--- src/rtl/core/fsp_pkg.sv ---
package fsp_pkg;

  localparam int VALUE_SLOTS = 4;
  localparam int NUM_RESULTS = 4;
  localparam int BYTE_W      = 8;
  localparam int WORD_W      = 32;
  localparam int POS_W       = 5;
  localparam int SLOT_W      = 2;
  localparam int STATUS_W    = 2;

  typedef logic [BYTE_W-1:0]   byte_t;
  typedef logic [WORD_W-1:0]   word_t;
  typedef logic [POS_W-1:0]    pos_t;
  typedef logic [SLOT_W-1:0]   slot_t;
  typedef logic [STATUS_W-1:0] status_t;

  // frame positions
  localparam pos_t CMD_POS         = 5'd1;
  localparam pos_t FIRST_VALUE_POS = 5'd3;
  localparam pos_t VOLT_LAST_POS   = 5'd19;
  localparam pos_t ANGLE_LAST_POS  = 5'd16;
  localparam pos_t VOLT_VALUE_END  = 5'd19;
  localparam pos_t ANGLE_VALUE_END = 5'd15;

  localparam logic KIND_VOLT  = 1'b0;
  localparam logic KIND_ANGLE = 1'b1;

  localparam status_t ST_OK           = 2'd0;
  localparam status_t ST_CMD_MISMATCH = 2'd1;
  localparam status_t ST_SUM_MISMATCH = 2'd2;

  localparam logic [0:0] CFG_EXPECTED_COMMAND = 1'b0;
  localparam logic [0:0] CFG_FRAME_KIND       = 1'b1;

  localparam byte_t CMD_RESET  = 8'h04;
  localparam logic  KIND_RESET = KIND_ANGLE;

  localparam slot_t LAST_SLOT = slot_t'(NUM_RESULTS - 1);

  typedef struct packed {
    logic  valid;
    byte_t rx_byte;
    logic  frame_start;
  } in_item_t;

  typedef struct packed {
    byte_t expected_command;
    logic  frame_kind;
  } cfg_t;

  typedef struct packed {
    logic                        load;
    status_t                     status;
    logic [NUM_RESULTS-1:0][WORD_W-1:0] words;
  } burst_load_t;

endpackage

--- src/rtl/core/sun_sensor_response_frame_parser.sv ---
// channel   dir  beat                                    handshake
// in_       in   rx_byte, frame_start                    in_valid / in_stall
// out_      out  word_value, slot, status, last          out_valid / out_stall
// cfg_      in   index 0 expected_command, 1 frame_kind  cfg_we
//
// one byte per cycle when not stalled; a byte is registered, then updates the frame state
// the checksum byte loads four results into the output register set, sent one per unstalled cycle
// a checksum byte waits in the input register only while the previous four are still going out
// synchronous active-low reset; no clearing pass, the block takes bytes right after reset
module sun_sensor_response_frame_parser (
  input  logic                clk,
  input  logic                rst_n,
  input  logic                in_valid,
  output logic                in_stall,
  input  fsp_pkg::byte_t      in_rx_byte,
  input  logic                in_frame_start,
  output logic                out_valid,
  input  logic                out_stall,
  output fsp_pkg::word_t      out_word_value,
  output fsp_pkg::slot_t      out_slot,
  output fsp_pkg::status_t    out_status,
  output logic                out_last,
  input  logic                cfg_we,
  input  logic [0:0]          cfg_index,
  input  fsp_pkg::byte_t      cfg_wdata
);
  import fsp_pkg::*;

  cfg_t        cfg_r;
  in_item_t    item;
  logic        take;
  logic        burst_free;
  burst_load_t burst;

  always_ff @(posedge clk) begin
    if (!rst_n) begin
      cfg_r.expected_command <= CMD_RESET;
      cfg_r.frame_kind       <= KIND_RESET;
    end else if (cfg_we) begin
      unique case (cfg_index)
        CFG_EXPECTED_COMMAND: cfg_r.expected_command <= cfg_wdata;
        CFG_FRAME_KIND:       cfg_r.frame_kind       <= cfg_wdata[0];
        default:              cfg_r                  <= cfg_r;
      endcase
    end
  end

  fsp_in_reg u_in_reg (
    .clk            (clk),
    .rst_n          (rst_n),
    .in_valid       (in_valid),
    .in_rx_byte     (in_rx_byte),
    .in_frame_start (in_frame_start),
    .take           (take),
    .in_stall       (in_stall),
    .item           (item)
  );

  fsp_frame u_frame (
    .clk        (clk),
    .rst_n      (rst_n),
    .item       (item),
    .cfg        (cfg_r),
    .burst_free (burst_free),
    .take       (take),
    .burst      (burst)
  );

  fsp_burst u_burst (
    .clk            (clk),
    .rst_n          (rst_n),
    .burst          (burst),
    .burst_free     (burst_free),
    .out_valid      (out_valid),
    .out_stall      (out_stall),
    .out_word_value (out_word_value),
    .out_slot       (out_slot),
    .out_status     (out_status),
    .out_last       (out_last)
  );

endmodule

--- src/rtl/core/fsp_in_reg.sv ---
module fsp_in_reg (
  input  logic            clk,
  input  logic            rst_n,
  input  logic            in_valid,
  input  fsp_pkg::byte_t  in_rx_byte,
  input  logic            in_frame_start,
  input  logic            take,
  output logic            in_stall,
  output fsp_pkg::in_item_t item
);
  import fsp_pkg::*;

  in_item_t item_r;

  assign in_stall = item_r.valid && !take;
  assign item     = item_r;

  always_ff @(posedge clk) begin
    if (!rst_n) begin
      item_r.valid <= 1'b0;
    end else if (!in_stall) begin
      item_r.valid <= in_valid;
    end
  end

  always_ff @(posedge clk) begin
    if (in_valid && !in_stall) begin
      item_r.rx_byte     <= in_rx_byte;
      item_r.frame_start <= in_frame_start;
    end
  end

endmodule

--- src/rtl/core/fsp_frame.sv ---
module fsp_frame (
  input  logic                 clk,
  input  logic                 rst_n,
  input  fsp_pkg::in_item_t    item,
  input  fsp_pkg::cfg_t        cfg,
  input  logic                 burst_free,
  output logic                 take,
  output fsp_pkg::burst_load_t burst
);
  import fsp_pkg::*;

  pos_t  pos_r;
  byte_t sum_r;
  logic  cmd_ok_r;
  byte_t err_r;
  logic [VALUE_SLOTS-1:0][WORD_W-1:0] words_r;

  logic    angle;
  pos_t    last_pos;
  pos_t    value_end;
  logic    active;
  logic    ends;
  logic    store;
  logic    err_wr;
  pos_t    off;
  byte_t   sum_add;
  status_t status;

  always_comb begin
    angle     = cfg.frame_kind == KIND_ANGLE;
    last_pos  = angle ? ANGLE_LAST_POS : VOLT_LAST_POS;
    value_end = angle ? ANGLE_VALUE_END : VOLT_VALUE_END;
    active    = item.valid && !item.frame_start && (pos_r != '0);
    ends      = active && (pos_r >= last_pos);
    take      = item.valid && (!ends || burst_free);
    off       = pos_r - FIRST_VALUE_POS;
    store     = active && !ends && (pos_r >= FIRST_VALUE_POS) && (pos_r < value_end);
    err_wr    = active && !ends && angle && (pos_r == value_end);
    sum_add   = sum_r + item.rx_byte;
    priority if (!cmd_ok_r) begin
      status = ST_CMD_MISMATCH;
    end else if (sum_r != item.rx_byte) begin
      status = ST_SUM_MISMATCH;
    end else begin
      status = ST_OK;
    end
  end

  always_comb begin
    burst.load   = take && ends;
    burst.status = status;
    for (int s = 0; s < NUM_RESULTS; s++) begin
      if (status != ST_OK) begin
        burst.words[s] = '0;
      end else if (angle && (s == NUM_RESULTS - 1)) begin
        burst.words[s] = word_t'(err_r);
      end else if (s < VALUE_SLOTS) begin
        burst.words[s] = words_r[s];
      end else begin
        burst.words[s] = '0;
      end
    end
  end

  always_ff @(posedge clk) begin
    if (!rst_n) begin
      pos_r    <= '0;
      sum_r    <= '0;
      cmd_ok_r <= 1'b0;
      err_r    <= '0;
    end else if (take) begin
      priority if (item.frame_start) begin
        pos_r    <= CMD_POS;
        sum_r    <= '0;
        cmd_ok_r <= 1'b0;
      end else if (pos_r == '0) begin
        pos_r <= '0;
      end else if (ends) begin
        pos_r    <= '0;
        sum_r    <= '0;
        cmd_ok_r <= 1'b0;
      end else begin
        if (pos_r == CMD_POS) begin
          cmd_ok_r <= item.rx_byte == cfg.expected_command;
          sum_r    <= item.rx_byte;
        end else begin
          sum_r <= sum_add;
        end
        if (err_wr) begin
          err_r <= item.rx_byte;
        end
        pos_r <= pos_r + 5'd1;
      end
    end
  end

  // value bytes, little-endian into their word
  always_ff @(posedge clk) begin
    if (take && store) begin
      for (int k = 0; k < VALUE_SLOTS; k++) begin
        for (int l = 0; l < WORD_W / BYTE_W; l++) begin
          if ((off[POS_W-1:2] == 3'(k)) && (off[1:0] == 2'(l))) begin
            words_r[k][l*BYTE_W +: BYTE_W] <= item.rx_byte;
          end
        end
      end
    end
  end

endmodule

--- src/rtl/core/fsp_burst.sv ---
module fsp_burst (
  input  logic                 clk,
  input  logic                 rst_n,
  input  fsp_pkg::burst_load_t burst,
  output logic                 burst_free,
  output logic                 out_valid,
  input  logic                 out_stall,
  output fsp_pkg::word_t       out_word_value,
  output fsp_pkg::slot_t       out_slot,
  output fsp_pkg::status_t     out_status,
  output logic                 out_last
);
  import fsp_pkg::*;

  logic    busy_r;
  slot_t   idx_r;
  status_t status_r;
  logic [NUM_RESULTS-1:0][WORD_W-1:0] words_r;

  assign out_valid      = busy_r;
  assign out_slot       = idx_r;
  assign out_status     = status_r;
  assign out_word_value = words_r[idx_r];
  assign out_last       = idx_r == LAST_SLOT;
  assign burst_free     = !busy_r || (!out_stall && out_last);

  always_ff @(posedge clk) begin
    if (!rst_n) begin
      busy_r <= 1'b0;
      idx_r  <= '0;
    end else if (burst.load) begin
      busy_r <= 1'b1;
      idx_r  <= '0;
    end else if (busy_r && !out_stall) begin
      if (out_last) begin
        busy_r <= 1'b0;
        idx_r  <= '0;
      end else begin
        idx_r <= idx_r + 2'd1;
      end
    end
  end

  always_ff @(posedge clk) begin
    if (burst.load) begin
      words_r  <= burst.words;
      status_r <= burst.status;
    end
  end

endmodule

--- config.mk ---
export PLATFORM = sky130hd
export DESIGN_NAME = sun_sensor_response_frame_parser
export DESIGN_NICKNAME = d
export VERILOG_FILES = /design/src/rtl/core/fsp_pkg.sv /design/src/rtl/core/sun_sensor_response_frame_parser.sv /design/src/rtl/core/fsp_in_reg.sv /design/src/rtl/core/fsp_frame.sv /design/src/rtl/core/fsp_burst.sv
export SDC_FILE = /design/constraint.sdc
export NUM_CORES = 1
export LEC_CHECK = 0
export BUFFER_PORTS_ARGS = -buffer_cell sky130_fd_sc_hd__buf_4
export CAP_MARGIN = 10
export CORE_AREA = 2 2 151 153
export CTS_CLUSTER_SIZE = 8
export DETAILED_ROUTE_END_ITERATION = 12
export DIE_AREA = 0 0 153 155
export GPL_TIMING_DRIVEN = 0
export PLACE_DENSITY = 0.76
export SLEW_MARGIN = 40
export SYNTH_ARGS = -nofsm -noshare
export SYNTH_HDL_FRONTEND = slang
export SYNTH_SLANG_ARGS = --single-unit
--- constraint.sdc ---
create_clock -name clk -period 10.4 [get_ports clk]
set_clock_uncertainty 0.05 [all_clocks]
set_input_delay 0.52 -clock clk [delete_from_list [all_inputs] [get_ports clk]]
set_output_delay 0.52 -clock clk [all_outputs]
set_load 0.02 [all_outputs]
**Word-level counts from Yosys, hierarchy flattened**

Index checks and enable logic that the tools add are counted.

- ROM bits: 0
- Word-level logic and storage cells: 151
- Latch bits: 0
- Flip-flop bits (word level): 302
- Output and inout port bits: 39
- Memories: 0
- Input port bits: 23
- Memory bits (writable): 0

- Divide/modulo/power cells: 0
- Equal/unequal tests: 12
- Mux-type cells: 22
- Multiply operators: 0
- Bitwise logic cells: 5
- Reductions and logical operators: 71
- Magnitude comparators: 4
- Shift operators: 0
- Add/subtract/negate cells: 4

Operator list:

| operator | count |
|---|---|
| $bmux W32 S2 | 1 |
| $mux W8 | 5 |
| $reduce_and A2 Y1 | 20 |
| $mux W32 | 1 |
| $logic_and A1 B1 Y1 | 31 |
| $mux W5 | 4 |
| $add A8 B8 Y8 | 1 |
| $eq A8 B8 Y1 | 1 |
| $mux W2 | 4 |
| $ne A8 B8 Y1 | 1 |
| $mux W1 | 7 |
| $eq A2 B2 Y1 const B | 3 |
| $eq A3 B2 Y1 const B | 2 |
| $logic_not A1 Y1 | 6 |
| $reduce_bool A2 Y1 | 3 |
| $add A5 B1 Y5 const B | 1 |
| $eq A5 B1 Y1 const B | 1 |
| $eq A5 B5 Y1 | 1 |
| $ge A5 B2 Y1 const B | 1 |
| $ge A5 B5 Y1 | 1 |
| $logic_not A5 Y1 | 1 |
| $lt A5 B5 Y1 | 1 |
| $not A1 Y1 | 5 |
| $reduce_and A5 Y1 | 1 |
| 13 further kinds | 15 |

**Longest topological paths before layout**

- Depth in word-level cells: 11
- Mapped depth: 10
- Mapped depth without buffers: 9

**Hierarchy**

Synthesis repeated with hierarchy kept, for this count alone.

- Cell total of the unflattened synthesis: 746
- Area, all modules: 12134.1 µm²

Modules (own cells, without submodules):

| module | cells each | area each (µm²) | sequential area each (µm²) | instances |
|---|---|---|---|---|
| fsp_frame | 508 | 6566.3 | 4284.1 | 1 |
| fsp_burst | 185 | 4863.4 | 3963.8 | 1 |
| sun_sensor_response_frame_parser | 40 | 386.6 | 180.2 | 1 |
| fsp_in_reg | 13 | 317.8 | 290.3 | 1 |

**Least setup slack after synthesis**

OpenSTA, ideal clock, no wires.

- Path type: reg2reg
- Start point: register cfg_r[0] (netlist bit)
- End point: register u_burst.status_r[0] (netlist: u_burst.out_status[0]) (enable)
- Clock period less this slack: 7.619 ns
- Buffers on the path: 1
- Setup slack: 2.781 ns
- Arrival: 6.946 ns
- Cell stages (with the launch flop): 8
- Path through: dfxtp_1 inv_1 clkbuf_1 ha_1 nand2b_4 a2111o_1 nand4b_1 nor2_1

RTL lines:

| what | line | source |
|---|---|---|
| from (decl) | sun_sensor_response_frame_parser.sv:29 | `cfg_t cfg_r;` |
| from (signal assigned) | sun_sensor_response_frame_parser.sv:43 | `default: cfg_r <= cfg_r;` |
| to (signal assigned) | fsp_burst.sv:47 | `status_r <= burst.status;` |
| to (decl) | fsp_burst.sv:17 | `status_t status_r;` |

**Worst setup path after layout**

- Start point: register cfg_r[0] (netlist bit)
- End point: register u_frame.words_r[16] (netlist bit) (enable)

- Word-level cells in the longest chain between the ends: 9

RTL lines:

| what | line | source |
|---|---|---|
| $mux W2 | fsp_frame.sv:31 | `last_pos = angle ? ANGLE_LAST_POS : VOLT_LAST_POS;` |
| $ge A5 B5 Y1 | fsp_frame.sv:34 | `ends = active && (pos_r >= last_pos);` |
| $logic_and A1 B1 Y1 | fsp_frame.sv:34 |  |
| $logic_not A1 Y1 | fsp_frame.sv:35, fsp_frame.sv:37 |  |
| $logic_and A1 B1 Y1 (3 in series) | fsp_frame.sv:37 | `store = active && !ends && (pos_r >= FIRST_VALUE_POS) && (pos_r < value_end);` |
| $logic_and A1 B1 Y1 (*) | fsp_frame.sv:99 | `if (take && store) begin` |
| $reduce_and A2 Y1 (no source line) (*) | - |  |
| to (signal, indexed assignment) | fsp_frame.sv:103 | `words_r[k][l*BYTE_W +: BYTE_W] <= item.rx_byte;` |
| to (decl) | fsp_frame.sv:16 | `logic [VALUE_SLOTS-1:0][WORD_W-1:0] words_r;` |

Every way passes the cells marked *; elsewhere a longest branch is shown, timed or not.
A chain may end at the register's enable or synchronous reset.

==> metrics.md <==
| Metric | Value |
|---|---|
| CP max stage cell | `nor2_1` |
| Critical path endpoint category | `flip-flop` |
| Fillers | `1,525` |
| Fmax | `~230 MHz` |
| # IOs | `62` |
| Final Total Pwr | `approximately 2.6 mW` |
| DP Worst Slack | `roughly 6 ns` |
| Core Area | `about 0.022 mm2` |
| Final Cycle Share | `slightly above 40%` |
| Outcome | `finished, final reports clean` |
| Synthesized Nets | `between 800 and 900` |
| Peak supply drop | `0.000123 V` |
| Total CTS buffers | `43` |
| Max clock buf depth | `3` |
| Gpl congestion | `between 0.8 and 0.9` |
| Post-route DRC | `0` |
| Antenna violations before repair | `0` |
| Mapped cell area | `between 0.01 and 0.015 mm2` |
| Clock Latency Late Sink | `around 0.53 ns` |
| Remaining global-route overflow | `0` |
| Slew Viols, Final | `0` |
| Layout cell share with drive strength beyond 1 | `between 10% and 20%` |
| LEAKAGE | `4.98 nW` |
| Full die area | `approximately 0.024 mm2` |
| Min Tclk post-route | `between 4 and 5 ns` |
| First-pass GRT wire length | `39.4 mm` |
| Worst path max stage delay | `~0.72 ns` |
| Clk slew on worst S/H paths | `~0.05 ns` |
| Hold Buf Count CTS | `0` |
| Pin count of the biggest net entering global routing | `23` |
| Vias in the first global route | `7,021` |
| PostCTS Resize Cnt | `0` |
| Final core occ | `64.2%` |
| Pwr/cell area | `between 150 and 200 mW/mm2` |
| Vias per Instance | `approximately 5.9` |
| Area delta synth->final | `18.7%` |
| Number of distinct library cells after synthesis | `50` |
| Worst slew margin | `40.4%` |
| Cells along the critical path | `inv_1 -> clkbuf_1 -> ha_1 -> nand2b_4 -> a2111o_1 -> a2111oi_4 -> o211a_1 -> nand2_1 -> nor2_1` |
| Critical Path AT | `between 4 and 5 ns` |
| Psw | `about 0.53 mW` |
| Max FO, Critical Path | `12` |
| Seq/Total Area, Yosys | `a little over 70%` |
| Syn Area/Cell | `15.8 um2` |
| Yosys reg bits | `roughly 300` |
| Sw frac | `about 20%` |
| Via count | `roughly 7,000` |
| Hold Vio Cnt, Final | `0` |
| Final HPWL DP | `approximately 17 mm` |
| ANT nets after route | `0` |
| Final worst slack | `6.08 ns` |
| Pre-antenna DRT Iters | `5` |
| Setup TNS | `0 ns` |
| Ys flop type | `edfxtp_1` |
| Sequential share of power | `between 50% and 60%` |
| Gr usage total | `21.5%` |
| Combinational Power Share | `2.4%` |
| Hold WC Path Type | `in2reg` |
| Area leader, netlist | `edfxtp_1` |
| Area contributors post-synth | `edfxtp_1 (67%), and3_1 (6.2%), mux4_2 (6.0%), dfxtp_1 (5.8%), ha_1 (1.8%)` |
| WP data required | `10.51 ns` |
| Most frequent cells in the layout | `edfxtp_1 (267), and3_1 (120), buf_4 (61), clkbuf_1 (55), nor2_1 (44)` |
| Synth async-reset ratio | `0%` |
| Fin Hold WS | `roughly 0.11 ns` |
| Root Driver | `clkbuf_16` |
| Post-synth top area share | `between 60% and 70%` |
| Final setup vio count | `0` |
| Ys Warns | `0` |
| CTS tree | `done` |
| Clock H-tree levels | `2` |
| Port Buffers | `61` |
| Internal cell power | `~2.1 mW` |
| DRT iter0 DRCs | `about 650` |
| Commonest non-fill, non-tap cell in the layout | `edfxtp_1` |
| Synth Instances | `~760` |
| Max-capacitance violation count | `0` |
| N_diodes | `0` |
| FP Rows | `55` |
| Final wirelength | `~25 mm` |
| Die Width | `about 150 um` |
| Critical Path Source Type | `flip-flop` |
| WL per Instance | `~21 um` |
| EDFF count, synth | `around 270` |
| Setup Fix Bufs, Post-CTS | `0` |
| RSZ-0062 raised after global routing | `no` |
| Die height | `roughly 160 um` |
| Clk pwr share | `46.9%` |
| Nets | `a little over 900` |
| Actual slew at the worst max-slew pin | `~0.89 ns` |
| Initial Utilization | `a little over half` |
| Clock sinks | `just over 300` |
| Critical path type | `reg2reg` |
## state kept, by name (all words and copies together) (netlist names), 2 cells and up
name / cells
u_burst.out_slot: 2
cfg_r: 9
u_frame.sum_r: 8
u_burst.words_r: 128
u_frame.words_r: 128
u_burst.out_status: 2
u_frame.err_r: 8
u_in_reg.item: 10
u_frame.pos_r: 5
## synth_stat cells (all sizes together), types with 7 or more instances
| cell type | instances |
|---|---|
| edfxtp | 267 |
| inv | 12 |
| a21oi | 16 |
| mux4 | 32 |
| nand3 | 8 |
| ha | 17 |
| xor2 | 11 |
| a22oi | 7 |
| clkbuf | 42 |
| nand2 | 36 |
| mux2i | 18 |
| dfxtp | 35 |
| o21ai | 13 |
| and3 | 120 |
| nor2 | 49 |
| nor3 | 9 |
## power by group through the flow
stage | sequential, mW | clock, mW | combinational [mW]
6_report | 1.34 | 1.24 | 0.0636
5_1_grt | 1.34 | 1.30 | 0.0693
4_1_cts | 1.34 | 1.25 | 0.0590
3_5_place_dp | 1.36 | 0 | 0.0587
3_3_place_gp | 1.37 | 0 | 0.0464
2_1_floorplan | 1.36 | 0 | 0.0316
## per-layer routing
metal / track usage (%) / vias to the layer above / share of wire, %
met2: 36.8 / 279 / 50
met1: 28.4 / 3491 / 41
met5: 0 / - / 0
met3: 3.73 / 54 / 6.3
met4: 7.19 / 0 / 2.6
li1: - / 3166 / -
## per-stage QoR
step,cells,cell area [um2]
finish,1181,14300
global route,1181,14300
CTS,1179,14200
detailed placement,1119,13100
global placement,1107,12800
floorplan,761,12000
## path summary, 6_finish.rpt
kind,startpoint,to,cells after the start,slack [ns]
hold / removal,in_rx_byte[0],u_in_reg.item[1],1,0.11
hold reg to reg,cfg_r[5],cfg_r[5],2,0.41
setup / recovery,cfg_r[0],u_frame.words_r[16],9,6.08
setup reg to reg,cfg_r[0],u_frame.words_r[16],9,6.08
## worst max-delay path: cells and delay by family (launching register included)
family	cells	cell delay, ns
fa+ha+maj	1	0.34
simple gates	3	1.02
buf+inv	2	0.67
flops	1	0.36
compound gates	3	1.49
## final cells by class
cell class                      count  area, um2  area share, %
Clock inverter                      3       48.8          0.342
Clock buffer                       57       1140           7.97
Inverter                           12       45.0          0.315
Sequential cell                   302       8720           61.0
Timing Repair Buffer               75        682           4.77
Buffer                             48        194           1.36
Multi-Input combinational cell    399       3100           21.7
Tap cell                          285        357           2.50
## cells by family (layout without fill, tap and decap cells)
| kind of cell | count (synthesis) | count (layout) | share of synthesized area, % |
|---|---|---|---|
| adders and majority gates | 18 | 18 | 1.93 |
| muxes | 51 | 51 | 7.58 |
| and+or+nand+nor | 248 | 248 | 11.2 |
| buffers and inverters | 60 | 195 | 1.95 |
| xor gates and xnor gates | 12 | 12 | 0.873 |
| DFF | 302 | 302 | 72.4 |
| AOI/OAI and AO/OA | 70 | 70 | 4.02 |
No activity file was read; power rests on OpenSTA's default activity.
